--- src/rtl/pis_pkg.sv ---
// Shared request codes, sequencer states and port field widths for the interval scheduler.
package pis_pkg;

  // Request codes carried on req_type
  localparam logic [1:0] REQ_REGISTER = 2'd0;
  localparam logic [1:0] REQ_TICK     = 2'd1;
  localparam logic [1:0] REQ_SERVICE  = 2'd2;

  // Sequencer states
  localparam int unsigned ST_W    = 2;
  localparam logic [ST_W-1:0] ST_IDLE = 2'd0;
  localparam logic [ST_W-1:0] ST_SCAN = 2'd1;
  localparam logic [ST_W-1:0] ST_DONE = 2'd2;

  // Fixed port field widths
  localparam int unsigned REQ_W   = 2;
  localparam int unsigned IN_W    = 32;
  localparam int unsigned SLOT_W  = 3;
  localparam int unsigned MASK_W  = 8;
  localparam int unsigned COUNT_W = 4;

endpackage

--- src/rtl/periodic_interval_scheduler_top.sv ---
// Periodic interval scheduler: slot table in RAM, request sequencer and result register.
//
// Usage: one request transaction enters on the input channel (req_type_i, now_ms_i,
// period_ms_i) and gives exactly one result transaction on the output channel.
//   register (0): stores period and start time in the next free slot, returns its index
//                 or table_full_o when all CHANNELS slots are taken.
//   tick     (1): walks every registered slot; elapsed slots get their pending bit set
//                 and their start time reloaded with now_ms_i.
//   service  (2): reports the pending mask and clears it. Code 3 only reports.
// Register, service and code 3 pass from acceptance through ST_DONE to out_valid_o.
// A tick walks the slot table, which is one RAM with a registered read port,
// reading one slot and writing back the previous one each cycle. in_stall_o holds
// new requests off until the result has left ST_DONE for the output register.
// The input is taken while an earlier result still waits in the output register; the
// new result is held until that register frees. A stalled result holds its value.
// Reset clears the slot count, the pending bits and all valid/state flags; the RAM
// needs no clearing since only registered slots are ever read.
module periodic_interval_scheduler_top #(
  parameter int unsigned CHANNELS  = 8,
  parameter int unsigned TIME_BITS = 32
) (
  input  logic                          clk_i,
  input  logic                          rst_ni,
  // request channel
  input  logic                          in_valid_i,
  output logic                          in_stall_o,
  input  logic [pis_pkg::REQ_W-1:0]     req_type_i,
  input  logic [pis_pkg::IN_W-1:0]      now_ms_i,
  input  logic [pis_pkg::IN_W-1:0]      period_ms_i,
  // result channel
  output logic                          out_valid_o,
  input  logic                          out_stall_i,
  output logic [pis_pkg::SLOT_W-1:0]    assigned_slot_o,
  output logic                          table_full_o,
  output logic [pis_pkg::MASK_W-1:0]    pending_mask_o,
  output logic [pis_pkg::COUNT_W-1:0]   used_slots_o
);

  localparam int unsigned IDX_W = (CHANNELS > 1) ? $clog2(CHANNELS) : 1;
  localparam int unsigned CNT_W = $clog2(CHANNELS + 1);
  localparam int unsigned ROW_W = 2 * TIME_BITS;

  // Control state
  logic [pis_pkg::ST_W-1:0] state_q, state_d;
  logic [CNT_W-1:0]         count_q, count_d;
  logic [CHANNELS-1:0]      pend_q, pend_d;
  logic [IDX_W-1:0]         cur_q, cur_d;
  logic                     out_valid_q, out_valid_d;

  // Payload registers
  logic [TIME_BITS-1:0]     now_q, now_d;
  logic [IDX_W-1:0]         res_slot_q, res_slot_d;
  logic                     res_full_q, res_full_d;
  logic [CHANNELS-1:0]      res_pend_q, res_pend_d;
  logic [CNT_W-1:0]         res_count_q, res_count_d;
  logic [IDX_W-1:0]         out_slot_q;
  logic                     out_full_q;
  logic [CHANNELS-1:0]      out_pend_q;
  logic [CNT_W-1:0]         out_count_q;

  // RAM port signals
  logic                     ram_we, ram_re;
  logic [IDX_W-1:0]         ram_waddr, ram_raddr;
  logic [ROW_W-1:0]         ram_wdata, ram_rdata;

  logic                     in_acc;
  logic                     out_free;
  logic                     tbl_full;
  logic [TIME_BITS-1:0]     in_now, in_period;
  logic [TIME_BITS-1:0]     row_period, row_start, elapsed;
  logic                     hit;
  logic [CNT_W-1:0]         next_idx;
  logic                     last;

  assign in_stall_o = (state_q != pis_pkg::ST_IDLE);
  assign in_acc     = in_valid_i && !in_stall_o;
  assign out_free   = !out_valid_q || !out_stall_i;
  assign tbl_full   = (count_q == CNT_W'(CHANNELS));
  assign in_now     = TIME_BITS'(now_ms_i);
  assign in_period  = TIME_BITS'(period_ms_i);

  // Slot row read back during the tick walk
  assign row_period = ram_rdata[ROW_W-1:TIME_BITS];
  assign row_start  = ram_rdata[TIME_BITS-1:0];
  assign elapsed    = now_q - row_start;
  assign hit        = (elapsed >= row_period);
  assign next_idx   = CNT_W'(cur_q) + CNT_W'(1);
  assign last       = (next_idx == count_q);

  pis_ram #(
    .WIDTH(ROW_W),
    .DEPTH(CHANNELS)
  ) u_slot_ram (
    .clk_i  (clk_i),
    .we_i   (ram_we),
    .waddr_i(ram_waddr),
    .wdata_i(ram_wdata),
    .re_i   (ram_re),
    .raddr_i(ram_raddr),
    .rdata_o(ram_rdata)
  );

  // Request sequencer
  always_comb begin
    state_d     = state_q;
    count_d     = count_q;
    pend_d      = pend_q;
    cur_d       = cur_q;
    now_d       = now_q;
    out_valid_d = out_valid_q;
    res_slot_d  = res_slot_q;
    res_full_d  = res_full_q;
    res_pend_d  = res_pend_q;
    res_count_d = res_count_q;
    ram_we      = 1'b0;
    ram_waddr   = cur_q;
    ram_wdata   = {row_period, now_q};
    ram_re      = 1'b0;
    ram_raddr   = next_idx[IDX_W-1:0];

    if (out_valid_q && !out_stall_i) begin
      out_valid_d = 1'b0;
    end

    unique case (state_q)
      pis_pkg::ST_IDLE: begin
        if (in_acc) begin
          res_slot_d  = '0;
          res_full_d  = 1'b0;
          res_pend_d  = pend_q;
          res_count_d = count_q;
          now_d       = in_now;
          state_d     = pis_pkg::ST_DONE;
          case (req_type_i)
            pis_pkg::REQ_REGISTER: begin
              if (tbl_full) begin
                res_full_d = 1'b1;
              end else begin
                ram_we      = 1'b1;
                ram_waddr   = count_q[IDX_W-1:0];
                ram_wdata   = {in_period, in_now};
                res_slot_d  = count_q[IDX_W-1:0];
                count_d     = count_q + CNT_W'(1);
                res_count_d = count_d;
              end
            end
            pis_pkg::REQ_TICK: begin
              if (count_q != '0) begin
                ram_re    = 1'b1;
                ram_raddr = '0;
                cur_d     = '0;
                state_d   = pis_pkg::ST_SCAN;
              end
            end
            pis_pkg::REQ_SERVICE: begin
              pend_d = '0;
            end
            default: begin
            end
          endcase
        end
      end

      pis_pkg::ST_SCAN: begin
        // check the slot read last cycle, fetch the next one unless this slot is the last
        if (hit) begin
          ram_we = 1'b1;
          pend_d = pend_q | (CHANNELS'(1) << cur_q);
        end
        if (last) begin
          res_pend_d = pend_d;
          state_d    = pis_pkg::ST_DONE;
        end else begin
          ram_re = 1'b1;
          cur_d  = next_idx[IDX_W-1:0];
        end
      end

      pis_pkg::ST_DONE: begin
        if (out_free) begin
          out_valid_d = 1'b1;
          state_d     = pis_pkg::ST_IDLE;
        end
      end

      default: begin
        state_d = pis_pkg::ST_IDLE;
      end
    endcase
  end

  // Control registers
  always_ff @(posedge clk_i or negedge rst_ni) begin
    if (!rst_ni) begin
      state_q     <= pis_pkg::ST_IDLE;
      count_q     <= '0;
      pend_q      <= '0;
      cur_q       <= '0;
      out_valid_q <= 1'b0;
    end else begin
      state_q     <= state_d;
      count_q     <= count_d;
      pend_q      <= pend_d;
      cur_q       <= cur_d;
      out_valid_q <= out_valid_d;
    end
  end

  // Payload registers
  always_ff @(posedge clk_i) begin
    now_q       <= now_d;
    res_slot_q  <= res_slot_d;
    res_full_q  <= res_full_d;
    res_pend_q  <= res_pend_d;
    res_count_q <= res_count_d;
    if (state_q == pis_pkg::ST_DONE && out_free) begin
      out_slot_q  <= res_slot_q;
      out_full_q  <= res_full_q;
      out_pend_q  <= res_pend_q;
      out_count_q <= res_count_q;
    end
  end

  assign out_valid_o     = out_valid_q;
  assign assigned_slot_o = pis_pkg::SLOT_W'(out_slot_q);
  assign table_full_o    = out_full_q;
  assign pending_mask_o  = pis_pkg::MASK_W'(out_pend_q);
  assign used_slots_o    = pis_pkg::COUNT_W'(out_count_q);

  // Checks
  a_scan_nonempty: assert property (@(posedge clk_i) disable iff (!rst_ni)
    (state_q == pis_pkg::ST_SCAN) |-> (count_q != '0))
    else $error("tick walk running over an empty table");

  a_count_range: assert property (@(posedge clk_i) disable iff (!rst_ni)
    count_q <= CNT_W'(CHANNELS))
    else $error("slot count beyond table depth");

  a_rw_disjoint: assert property (@(posedge clk_i) disable iff (!rst_ni)
    (ram_we && ram_re) |-> (ram_waddr != ram_raddr))
    else $error("RAM read and write hit the same slot");

  a_result_held: assert property (@(posedge clk_i) disable iff (!rst_ni)
    (state_q == pis_pkg::ST_DONE && out_valid_q && out_stall_i) |=>
      (state_q == pis_pkg::ST_DONE && out_valid_q))
    else $error("pending result dropped while output stalled");

  a_walk_in_range: assert property (@(posedge clk_i) disable iff (!rst_ni)
    (state_q == pis_pkg::ST_SCAN) |-> (CNT_W'(cur_q) < count_q))
    else $error("tick walk index past registered slots");

endmodule

--- src/rtl/pis_ram.sv ---
// Generic simple dual-port RAM: one write port, one registered read port.
module pis_ram #(
  parameter int unsigned WIDTH = 64,
  parameter int unsigned DEPTH = 8
) (
  input  logic                                 clk_i,
  input  logic                                 we_i,
  input  logic [(DEPTH > 1 ? $clog2(DEPTH) : 1)-1:0] waddr_i,
  input  logic [WIDTH-1:0]                     wdata_i,
  input  logic                                 re_i,
  input  logic [(DEPTH > 1 ? $clog2(DEPTH) : 1)-1:0] raddr_i,
  output logic [WIDTH-1:0]                     rdata_o
);

  logic [WIDTH-1:0] mem_q [DEPTH];
  logic [WIDTH-1:0] rdata_q;

  // Write port
  always_ff @(posedge clk_i) begin
    if (we_i) begin
      mem_q[waddr_i] <= wdata_i;
    end
  end

  // Registered read port
  always_ff @(posedge clk_i) begin
    if (re_i) begin
      rdata_q <= mem_q[raddr_i];
    end
  end

  assign rdata_o = rdata_q;

endmodule
--- config.mk ---
export PLATFORM = sky130hd
export DESIGN_NAME = periodic_interval_scheduler_top
export DESIGN_NICKNAME = d
export VERILOG_FILES = /design/src/rtl/pis_pkg.sv /design/src/rtl/periodic_interval_scheduler_top.sv /design/src/rtl/pis_ram.sv
export SDC_FILE = /design/constraint.sdc
export NUM_CORES = 1
export LEC_CHECK = 0
export BUFFER_PORTS_ARGS = -buffer_cell sky130_fd_sc_hd__clkbuf_2
export CAP_MARGIN = 20
export CORE_MARGIN = 2
export CORE_UTILIZATION = 56
export DETAILED_ROUTE_END_ITERATION = 16
export GPL_ROUTABILITY_DRIVEN = 0
export GPL_TIMING_DRIVEN = 0
export HOLD_SLACK_MARGIN = 0.06
export PLACE_DENSITY = 0.76
export SKIP_LAST_GASP = 1
export SLEW_MARGIN = 30
export SYNTH_ARGS = -nofsm -noshare
export SYNTH_HDL_FRONTEND = slang
export SYNTH_HIERARCHICAL = 1
export SYNTH_SLANG_ARGS = --single-unit
--- constraint.sdc ---
create_clock -name clk_i -period 9 [get_ports clk_i]
set_clock_uncertainty 0.05 [all_clocks]
set_input_delay 1.8 -clock clk_i [delete_from_list [all_inputs] [get_ports clk_i]]
set_output_delay 1.8 -clock clk_i [all_outputs]
set_load 0.02 [all_outputs]
# Word-level counts from Yosys, hierarchy flattened
# Memory sizes are Yosys's and may differ from the RTL's. A register that Yosys moved wholly into a read port is not among the register bits.
# Cells that the tools add are included.
[op_classes]
muxes = 48
multipliers = 0
eq_ne = 13
n_bitwise = 2
n_reduce_logical = 18
n_div = 0
n_shift = 1
n_addsub = 3
order_cmp = 1
[op_table]
columns = ["operator", "n"]
rows = [
  ["64-bit 2-to-1 mux", 4],
  ["8-bit 2-to-1 mux", 5],
  ["3-bit 2-to-1 mux", 12],
  ["32-bit >= comparator", 1],
  ["8-bit one-hot mux with 2 select lines", 2],
  ["32-bit subtractor", 1],
  ["1-bit 2-to-1 mux", 14],
  ["2-bit 2-to-1 mux", 5],
  ["2-bit != test, second input constant", 5],
  ["3-bit AND reduction", 3],
  ["4-bit 2-to-1 mux", 2],
  ["8-bit OR", 1],
  ["1-bit by 3-bit << shifter with 8-bit output, first input constant", 1],
  ["2-bit one-hot mux with 3 select lines", 1],
  ["3-bit one-hot mux with 2 select lines", 1],
  ["5-bit AND reduction", 1],
  ["3-bit by 1-bit adder with 4-bit output, second input constant", 1],
  ["4-bit by 1-bit adder with 4-bit output, second input constant", 1],
  ["2-bit by 1-bit equality test with 1-bit output, second input constant", 2],
  ["2-bit equality test, second input constant", 2],
  ["4-bit equality test", 1],
  ["4-bit equality test, second input constant", 1],
  ["2-bit zero test", 2],
  ["2-bit by 1-bit != test with 1-bit output, second input constant", 2],
  ["9 further kinds", 15],
]
[totals]
mem_bits_rw = 512
memories = 1
romBits = 0
regBits = 82
latch_bits = 0
inputBits = 70
[mem_list]
columns = ["memory", "depth", "word_bits", "rd", "rd_ports_with_merged_regs", "write_ports", "line", "text"]
rows = [
  ["u_slot_ram.mem_q", 8, 64, 1, 1, 1, "pis_ram.sv:15", "logic [WIDTH-1:0] mem_q [DEPTH];"],
]

# Logic depth before layout (Yosys ltp)
# Gate-level depths: netlist (run 1).
[logic_depth]
word_depth = 7
depth_mapped = 19
depth_no_buf = 19

# Cells and area by module
# Netlist (run 1), hierarchy kept.
[by_module_without_submodules]
columns = ["module", "instances", "area_each_um2", "cells_per_inst"]
rows = [
  ["pis_ram", 1, 21187.8, 816],
  ["periodic_interval_scheduler_top", 1, 6283.5, 619],
]

# Least setup slack after synthesis (run 1)
# Ideal clock, no wire load.
[synth_timing]
path_type = "input to register"
from = "in in_valid_i"
to = "mem u_slot_ram.mem_q[4][0], enable pin"
slack_ps = 152
n_path_buf = 1
path_stages = 6
setup_time_ps = 565
required_time_ps = 8385
t_arrival_ps = 8233
cell_sequence = "nand2_1 clkinv_1 nand2_1 clkbuf_1 o21ai_0 nor3_1"
[synth_rtl]
columns = ["element", "line", "text"]
rows = [
  ["start: declaration", "periodic_interval_scheduler_top.sv:25", "input logic in_valid_i,"],
  ["1-bit logical AND", "periodic_interval_scheduler_top.sv:76", "assign in_acc = in_valid_i && !in_stall_o;"],
  ["3-bit 2-to-1 mux", "periodic_interval_scheduler_top.sv:127", "if (in_acc) begin"],
  ["3-bit 2-to-1 mux", "periodic_interval_scheduler_top.sv:125", "unique case (state_q)"],
  ["named net ram_waddr[1]", "periodic_interval_scheduler_top.sv:63", "logic [IDX_W-1:0] ram_waddr, ram_raddr;"],
  ["end: declaration", "pis_ram.sv:15", ""],
]
# The timed path passes the listed nets, and every way through them passes these cells.

# Worst setup path after layout (run 1)
[layout_timing]
from = "reg now_q[8]"
to = "mem u_slot_ram.mem_q[4][31], enable pin"
[layout_between]
elab_chain_len = 6
[layout_lines]
columns = ["element", "line", "text"]
rows = [
  ["start: declaration", "periodic_interval_scheduler_top.sv:51", "logic [TIME_BITS-1:0] now_q, now_d;"],
  ["start signal: assignment", "periodic_interval_scheduler_top.sv:211", "now_q <= now_d;"],
  ["32-bit subtractor", "periodic_interval_scheduler_top.sv:85", "assign elapsed = now_q - row_start;"],
  ["32-bit >= comparator", "periodic_interval_scheduler_top.sv:86", "assign hit = (elapsed >= row_period);"],
  ["1-bit 2-to-1 mux", "periodic_interval_scheduler_top.sv:166", "if (hit) begin"],
  ["1-bit one-hot mux with 2 select lines", "periodic_interval_scheduler_top.sv:125", ""],
  ["named net ram_we", "periodic_interval_scheduler_top.sv:62", "logic ram_we, ram_re;"],
  ["1-bit 2-to-1 mux", "pis_ram.sv:20", "if (we_i) begin"],
  ["1-bit 2-to-1 mux (implied by the code)", "pis_ram.sv:21", "mem_q[waddr_i] <= wdata_i;"],
]
# The timed path passes the listed nets, and every way through them passes these cells.

==> results of run 1 <==
[how the worst max path moves through the flow]
| stage | slack [ns] | to | cells past startpoint |
|---|---|---|---|
| final | 2.82 | u_slot_ram/mem_q[4][31] | 20 |
| after global routing | 2.43 | u_slot_ram/mem_q[4][31] | 20 |
| after CTS | 2.91 | u_slot_ram/mem_q[4][31] | 20 |
| after detailed placement | 2.97 | u_slot_ram/mem_q[4][34] | 12 |
| after global placement | -6.77 | u_slot_ram/mem_q[0][37] | 7 |
| after floorplan | 0.15 | u_slot_ram/mem_q[4][0] | 6 |
[logic make-up after synthesis]
logic type      after synthesis  synth area share
compound gates              147            0.0362
flops                       658             0.716
xor+xnor                     39            0.0124
fa+ha+maj                    72            0.0331
mux                         258             0.158
simple gates                134            0.0229
buf+inv                     127            0.0213
[layout make-up]
class / instances / area [µm²]
flip-flops and latches: 658 / 19700
fillers: 3168 / 16800
multi-input cells: 650 / 7280
clock buffers: 82 / 1760
repair buffers: 136 / 1320
well taps: 622 / 778
clock inverters: 39 / 433
plain buffers: 52 / 303
inverters: 75 / 283
[cells in the mapped netlist (3+ instances only)]
cell type / number
ha_1: 71
clkbuf_1: 18
a31oi_1: 6
a21o_1: 18
o21ai_0: 28
a21oi_1: 42
nand4_1: 9
nand2_1: 52
nand2b_1: 8
nor3_1: 9
nor4_1: 3
o21a_1: 4
a211oi_1: 7
xnor2_1: 20
mux2_2: 129
nor2b_1: 4
buf_2: 11
o211ai_1: 4
a22o_1: 3
nor2_1: 27
buf_4: 3
buf_1: 9
and3_1: 3
dfrtp_1: 18
buf_6: 11
a32o_1: 6
a31o_2: 8
inv_1: 74
nand3_1: 9
and2_1: 3
edfxtp_1: 640
xor2_1: 19
mux4_2: 128
[flip-flops by register name (all words and copies together), names as in the netlist, 8 cells and up]
signal	count
pend_q	8
u_slot_ram/mem_q	512
res_pend_q	8
u_slot_ram/rdata_o	64
now_q	32
pending_mask_o	8
[where the power goes]
group	internal, µW	switching, µW	total (µW)
registers	4160	169	4330
clock network	1610	1160	2770
logic	1840	2340	4180
[worst max-delay path, stage by stage (launching register included)]
cell and delay (ns):
edfxtp_1 0.42, ha_1 0.30, buf_2 0.23, nand4_1 0.15
a211oi_1 0.64, o211ai_1 0.27, a31oi_1 0.32, nand2_1 0.12
a31oi_1 0.20, xor2_1 0.38, ha_1 0.22, nand3_1 0.12
nor4_1 0.41, o31ai_1 0.23, nand3_1 0.17, nand2_1 0.23
nor3_2 0.57, buf_6 0.23, buf_4 0.20, buf_4 0.19
buf_4 0.19
[metal layers]
metal / part of all wire / up-vias / wire (µm) / track usage
met3: 0.071 / 109 / 4290 / 0.0452
li1: - / 6188 / - / -
met4: 0.027 / 0 / 1660 / 0.0810
met5: 0 / - / 0 / 0
met2: 0.50 / 606 / 30100 / 0.407
met1: 0.40 / 7481 / 24300 / 0.341
[through the flow]
step	total power (µW)	cell area, µm²	std cells	hold slack, ns	utilization
finish	11300	31800	2314	0.368	0.654
global route	11800	31800	2314	0.372	0.654
CTS	11300	31800	2314	0.370	0.654
detailed placement	8520	29600	2193	0.356	0.609
global placement	8330	28700	2144	0.351	0.590
floorplan	7290	27500	1435	0.350	-
==> results by group, run 1 <==
Floorplan
  – Die W: 225 µm
  – Core Rows: 81
  – Die area: 0.0508 mm²
  – Top-level port count: 88
  – Initial Utilization: 0.565
  – Placeable Area: 0.0486 mm²
  – Die height: 225 µm

GRT
  – GRT Residual Overflow: 0
  – Largest net degree at the start of global routing: 36
  – First-pass GRT wire length: 91.1 mm
  – Antenna violations before repair: 1
  – Vias in the first global route: 14774
  – Tot GR Track Use: 0.248

Final layout
  – Share of layout cells above drive strength 1: 0.318
  – Area grow syn2layout: 15.9%
  – Antenna cell count: 0
  – Most frequent cells in the layout: edfxtp_1, mux2_2, mux4_2
  – Final net count: 1783
  – Most common cell after layout, fill and taps aside: edfxtp_1

Worst setup path
  – RR Endpoint: u_slot_ram/mem_q[4][31]
  – Worst Reg2Reg Path Length in Cells: 20
  – Startpoint Class: flop
  – CP required: 9.25 ns
  – WS Path Type: flop to flop
  – CP Max Fanout: 7
  – Worst R2R Start: now_q[8]
  – Setup crit start: now_q[8]
  – Worst Path Arrival: 6.43 ns
  – FF-to-FF setup slack: 2.82 ns
  – Worst Setup End Kind: flop

Timing
  – Slew Limit Headroom: 0.369
  – Endpoints failing hold: 0
  – Worst-margin pin slew: 0.947 ns
  – Post-layout min period: 6.18 ns
  – Fmax achieved: 0.162 GHz
  – Setup TNS: 0 ns
  – Slew Limit Fails: 0
  – Final setup margin: 2.82 ns
  – Final period utilization: 0.687
  – Endpoints failing setup: 0
  – RSZ-0062 raised after global routing: no

Clock tree
  – CTS resizes: 0
  – TritonCTS buffer count: 68
  – Worst-path clk slew: 0.06 ns
  – CTS tree: built
  – H-tree depth: 3
  – Post-CTS Hold Fix Bufs: 0
  – Post-CTS setup buffer count: 0
  – CTS Root Cell: clkbuf_16
  – Sinks on the clock net: 658
  – Clock Latency Late Sink: 0.62 ns
  – Clock buffer depth: 3

Min path
  – Hold wc startpoint: res_pend_q[1]
  – Hold Path Stages: 0
  – Hold WC Path Type: flop to flop
  – WHS Endpoint: pending_mask_o[1]

Yosys
  – Yosys top cell by area: edfxtp_1
  – Mapped Cells: 1435
  – Cell variety after synth: 59
  – Share of the synthesized area in the top cell type: 0.700
  – Yosys reg bits: 658
  – Yosys warns: 6
  – Synth top area cells: edfxtp_1, mux4_2, mux2_2, ha_1, dfrtp_1
  – Cell area after synthesis: 0.0275 mm²
  – Synthesized area per cell: 19.1 µm²
  – Post-synth EDFFs: 640
  – Synth async-reset ratio: 0.0274
  – Top_reg_cell synth: edfxtp_1
  – Syn Nets: 1577
  – Sequential element share of the synthesized area: 0.716

Routing
  – Avg Vias per Cell: 6.22
  – Drt pass-1 iters: 5
  – Drt total wl: 60.4 mm
  – WL/cell: 26.1 µm
  – DRC violations left: 0
  – Iter 0 DRT Violations: 1452
  – Post-route ant nets: 0
  – Vias: 14384

Placed design
  – Input/output buffers: 87
  – Place WS: 2.97 ns
  – DP Wirelength: 40.1 mm

Power and ir drop
  – Pleak: 0.0111 µW
  – Pwr Density: 354 mW/mm²
  – Maximum VDD drop: 0.198 mV

Run
  – Max cap viols: 0

Outcome
  – Status: finished clean
Note: power is estimated with default switching activity, not from simulation.
==> inputs of run 2 (changes only) <==
==> constraint.sdc (replaced) <==
create_clock -name clk_i -period 5.5 [get_ports clk_i]
set_clock_uncertainty 0.05 [all_clocks]
set_input_delay 1.1 -clock clk_i [delete_from_list [all_inputs] [get_ports clk_i]]
set_output_delay 1.1 -clock clk_i [all_outputs]
set_load 0.02 [all_outputs]
==> results by group, run 2 (synthesis results as in run 1) <==
Final layout
  – Top reg by flops: u_slot_ram/mem_q
  – Layout fillers: 3133 (-1.1%)
  – Area grow syn2layout: 16.6%
  – Most common cell after layout, fill and taps aside: edfxtp_1
  – Share of layout cells above drive strength 1: 0.323 (+0.00518)
  – Post-Layout Inst Area: 0.0320 mm² (+0.60%)
  – Final net count: 1790 (+0.39%)
  – Util after Layout: 0.658 (+0.00394)
  – Max reg flops: 512 (unchanged)
  – Antenna cell count: 0 (unchanged)
  – Most frequent cells in the layout: edfxtp_1, mux2_2, mux4_2

Worst setup path
  – Worst R2R Start: now_q[8]
  – Startpoint Class: flop
  – WS Path Type: flop to flop
  – Setup crit start: now_q[8]
  – Max stage delay on crit path: 0.43 ns (-0.21 ns)
  – Worst Reg2Reg Path Length in Cells: 20 (unchanged)
  – Worst Setup EP: u_slot_ram/mem_q[7][36]
  – CP required: 5.80 ns (-3.45 ns)
  – Worst Setup End Kind: flop
  – CP max stage cell: o31ai_1
  – FF-to-FF setup slack: 0.20 ns (-2.61 ns)
  – RR Endpoint: u_slot_ram/mem_q[7][36]
  – CP Max Fanout: 17 (+10)
  – Worst Path Arrival: 5.59 ns (-0.84 ns)
  – CP Cell Sequence: ha_1 > buf_2 > nand4_1 > a211oi_2 > nor2_1 > a21o_1 > a32oi_1 > xor2_1 > ha_1 > a21o_1 > a21o_1 > a211oi_1 > nor3_1 > o31ai_1 > nand3_1 > nand2_2 > nor2_4 > buf_16 > buf_16 > buf_16

Timing
  – Endpoints failing setup: 0 (unchanged)
  – Post-layout min period: 5.30 ns (-0.887 ns)
  – Endpoints failing hold: 0 (unchanged)
  – Slew Limit Headroom: 0.316 (-0.0531)
  – Final period utilization: 0.963 (+0.276)
  – Fin Hold WS: 0.368 ns (-0.000563 ns)
  – Final setup margin: 0.204 ns (-2.61 ns)
  – Fmax achieved: 0.189 GHz (+17%)
  – RSZ-0062 raised after global routing: no
  – Slew Limit Fails: 0 (unchanged)
  – Worst-margin pin slew: 1.02 ns (+0.0690 ns)

Routing
  – Post-route ant nets: 0 (unchanged)
  – Avg Vias per Cell: 6.21 (-0.15%)
  – DRC violations left: 0 (unchanged)
  – Iter 0 DRT Violations: 1429 (-1.6%)
  – Vias: 14424 (+0.28%)
  – Drt pass-1 iters: 7 (+2)
  – WL/cell: 26.0 µm (-0.22%)
  – Drt total wl: 60.5 mm (+0.21%)

GRT
  – Vias in the first global route: 14623 (-1.0%)
  – Antenna violations before repair: 0 (-1)
  – Largest net degree at the start of global routing: 29 (-19%)
  – GRT Residual Overflow: 0 (unchanged)
  – Tot GR Track Use: 0.246 (-0.00170)
  – First-pass GRT wire length: 90.8 mm (-0.36%)

Outcome
  – Status: finished clean

Placed design
  – Post-DP Area: 0.0297 mm² (+0.12%)
  – Input/output buffers: 87 (unchanged)
  – Place WS: -0.456 ns (-3.43 ns)
  – DP Wirelength: 40.0 mm (-0.26%)

Floorplan
  – Die area: 0.0508 mm² (unchanged)
  – Placeable Area: 0.0486 mm² (unchanged)
  – Initial Utilization: 0.565 (unchanged)
  – Die W: 225 µm (unchanged)
  – Core Rows: 81 (unchanged)
  – Die height: 225 µm (unchanged)
  – Top-level port count: 88 (unchanged)

Clock tree
  – Clock buffer depth: 3 (unchanged)
  – CTS tree: built
  – Sinks on the clock net: 658 (unchanged)
  – Clock Latency Late Sink: 0.61 ns (about the same)
  – Worst-path clk slew: 0.06 ns (about the same)
  – CTS Root Cell: clkbuf_16
  – H-tree depth: 3 (unchanged)
  – TritonCTS buffer count: 69 (+1.5%)

Power and ir drop
  – Pleak: 0.0111 µW (+0.40%)
  – Pwr Density: 577 mW/mm² (+63%)
  – Maximum VDD drop: 0.355 mV (+79%)

Min path
  – Hold WC Path Type: flop to flop

Run
  – Max cap viols: 0 (unchanged)
run 2: changes by cell type in the layout (fill, tap and decap cells not counted), sizes merged:
cell / before / now
bufinv: 7 / 4
clkinv: 29 / 28
buf: 83 / 89
clkinvlp: 0 / 3
clkbuf: 187 / 192
run 2: per-layer routing:
layer,part of all wire,global-route usage,routed length (µm)
met5,0,0,0
met4,0.029,0.0799,1750
met3,0.072,0.0405,4360
met2,0.49,0.404,29900
met1,0.41,0.342,24500
run 2: repair_timing:
| item | 4_1_cts | 5_1_grt |
|---|---|---|
| setup endpoints to repair | 315 | 306 |
| gates resized for setup | 1 | 6 |
| hold buffers | 0 | 0 |
| pin swaps | 7 | 1 |
| setup buffers | 12 | 2 |
run 2: critical path: cells and delay by family (launching register included):
| kind | cells | cell delay (ns) |
|---|---|---|
| DFF | 1 | 0.39 |
| buffers and inverters | 4 | 0.77 |
| adders and majority gates | 2 | 0.60 |
| and+or+nand+nor | 6 | 0.98 |
| AOI/OAI and AO/OA | 7 | 1.97 |
| xor gates and xnor gates | 1 | 0.27 |
run 2: worst min path at each step:
stage,slack [ns],depth (start not counted),from,endpoint
after floorplan,0.35,0,res_slot_q[0],assigned_slot_o[0]
after global placement,0.35,0,res_count_q[3],used_slots_o[3]
after detailed placement,0.35,0,res_slot_q[0],assigned_slot_o[0]
after CTS,0.37,0,res_pend_q[1],pending_mask_o[1]
after global routing,0.39,0,res_pend_q[4],pending_mask_o[4]
final,0.37,0,res_pend_q[1],pending_mask_o[1]
run 2: area by class of cell:
cell class	instances	area, µm²	area share
inverter	75	283	0.00883
clock inverter	38	305	0.00953
multi-input combinational	650	7350	0.229
sequential	658	19700	0.614
clock buffer	87	1890	0.0589
timing repair buffer	142	1460	0.0455
buffer	52	303	0.00945
tap	622	778	0.0243
run 2: metrics by stage:
step | instances | TNS, ns | power (µW)
2_1_floorplan | 1435 | -61.13 | 11900
3_3_place_gp | 2144 | -1945.55 | 13600
3_5_place_dp | 2185 | -45.79 | 14000
4_1_cts | 2322 | 0 | 18500
5_1_grt | 2324 | 0 | 19400
6_report | 2324 | 0 | 18500
run 2: report_power, final:
| group | internal [µW] | switching [µW] |
|---|---|---|
| Sequential | 6800 | 278 |
| Clock | 2630 | 1880 |
| Combinational | 3040 | 3870 |
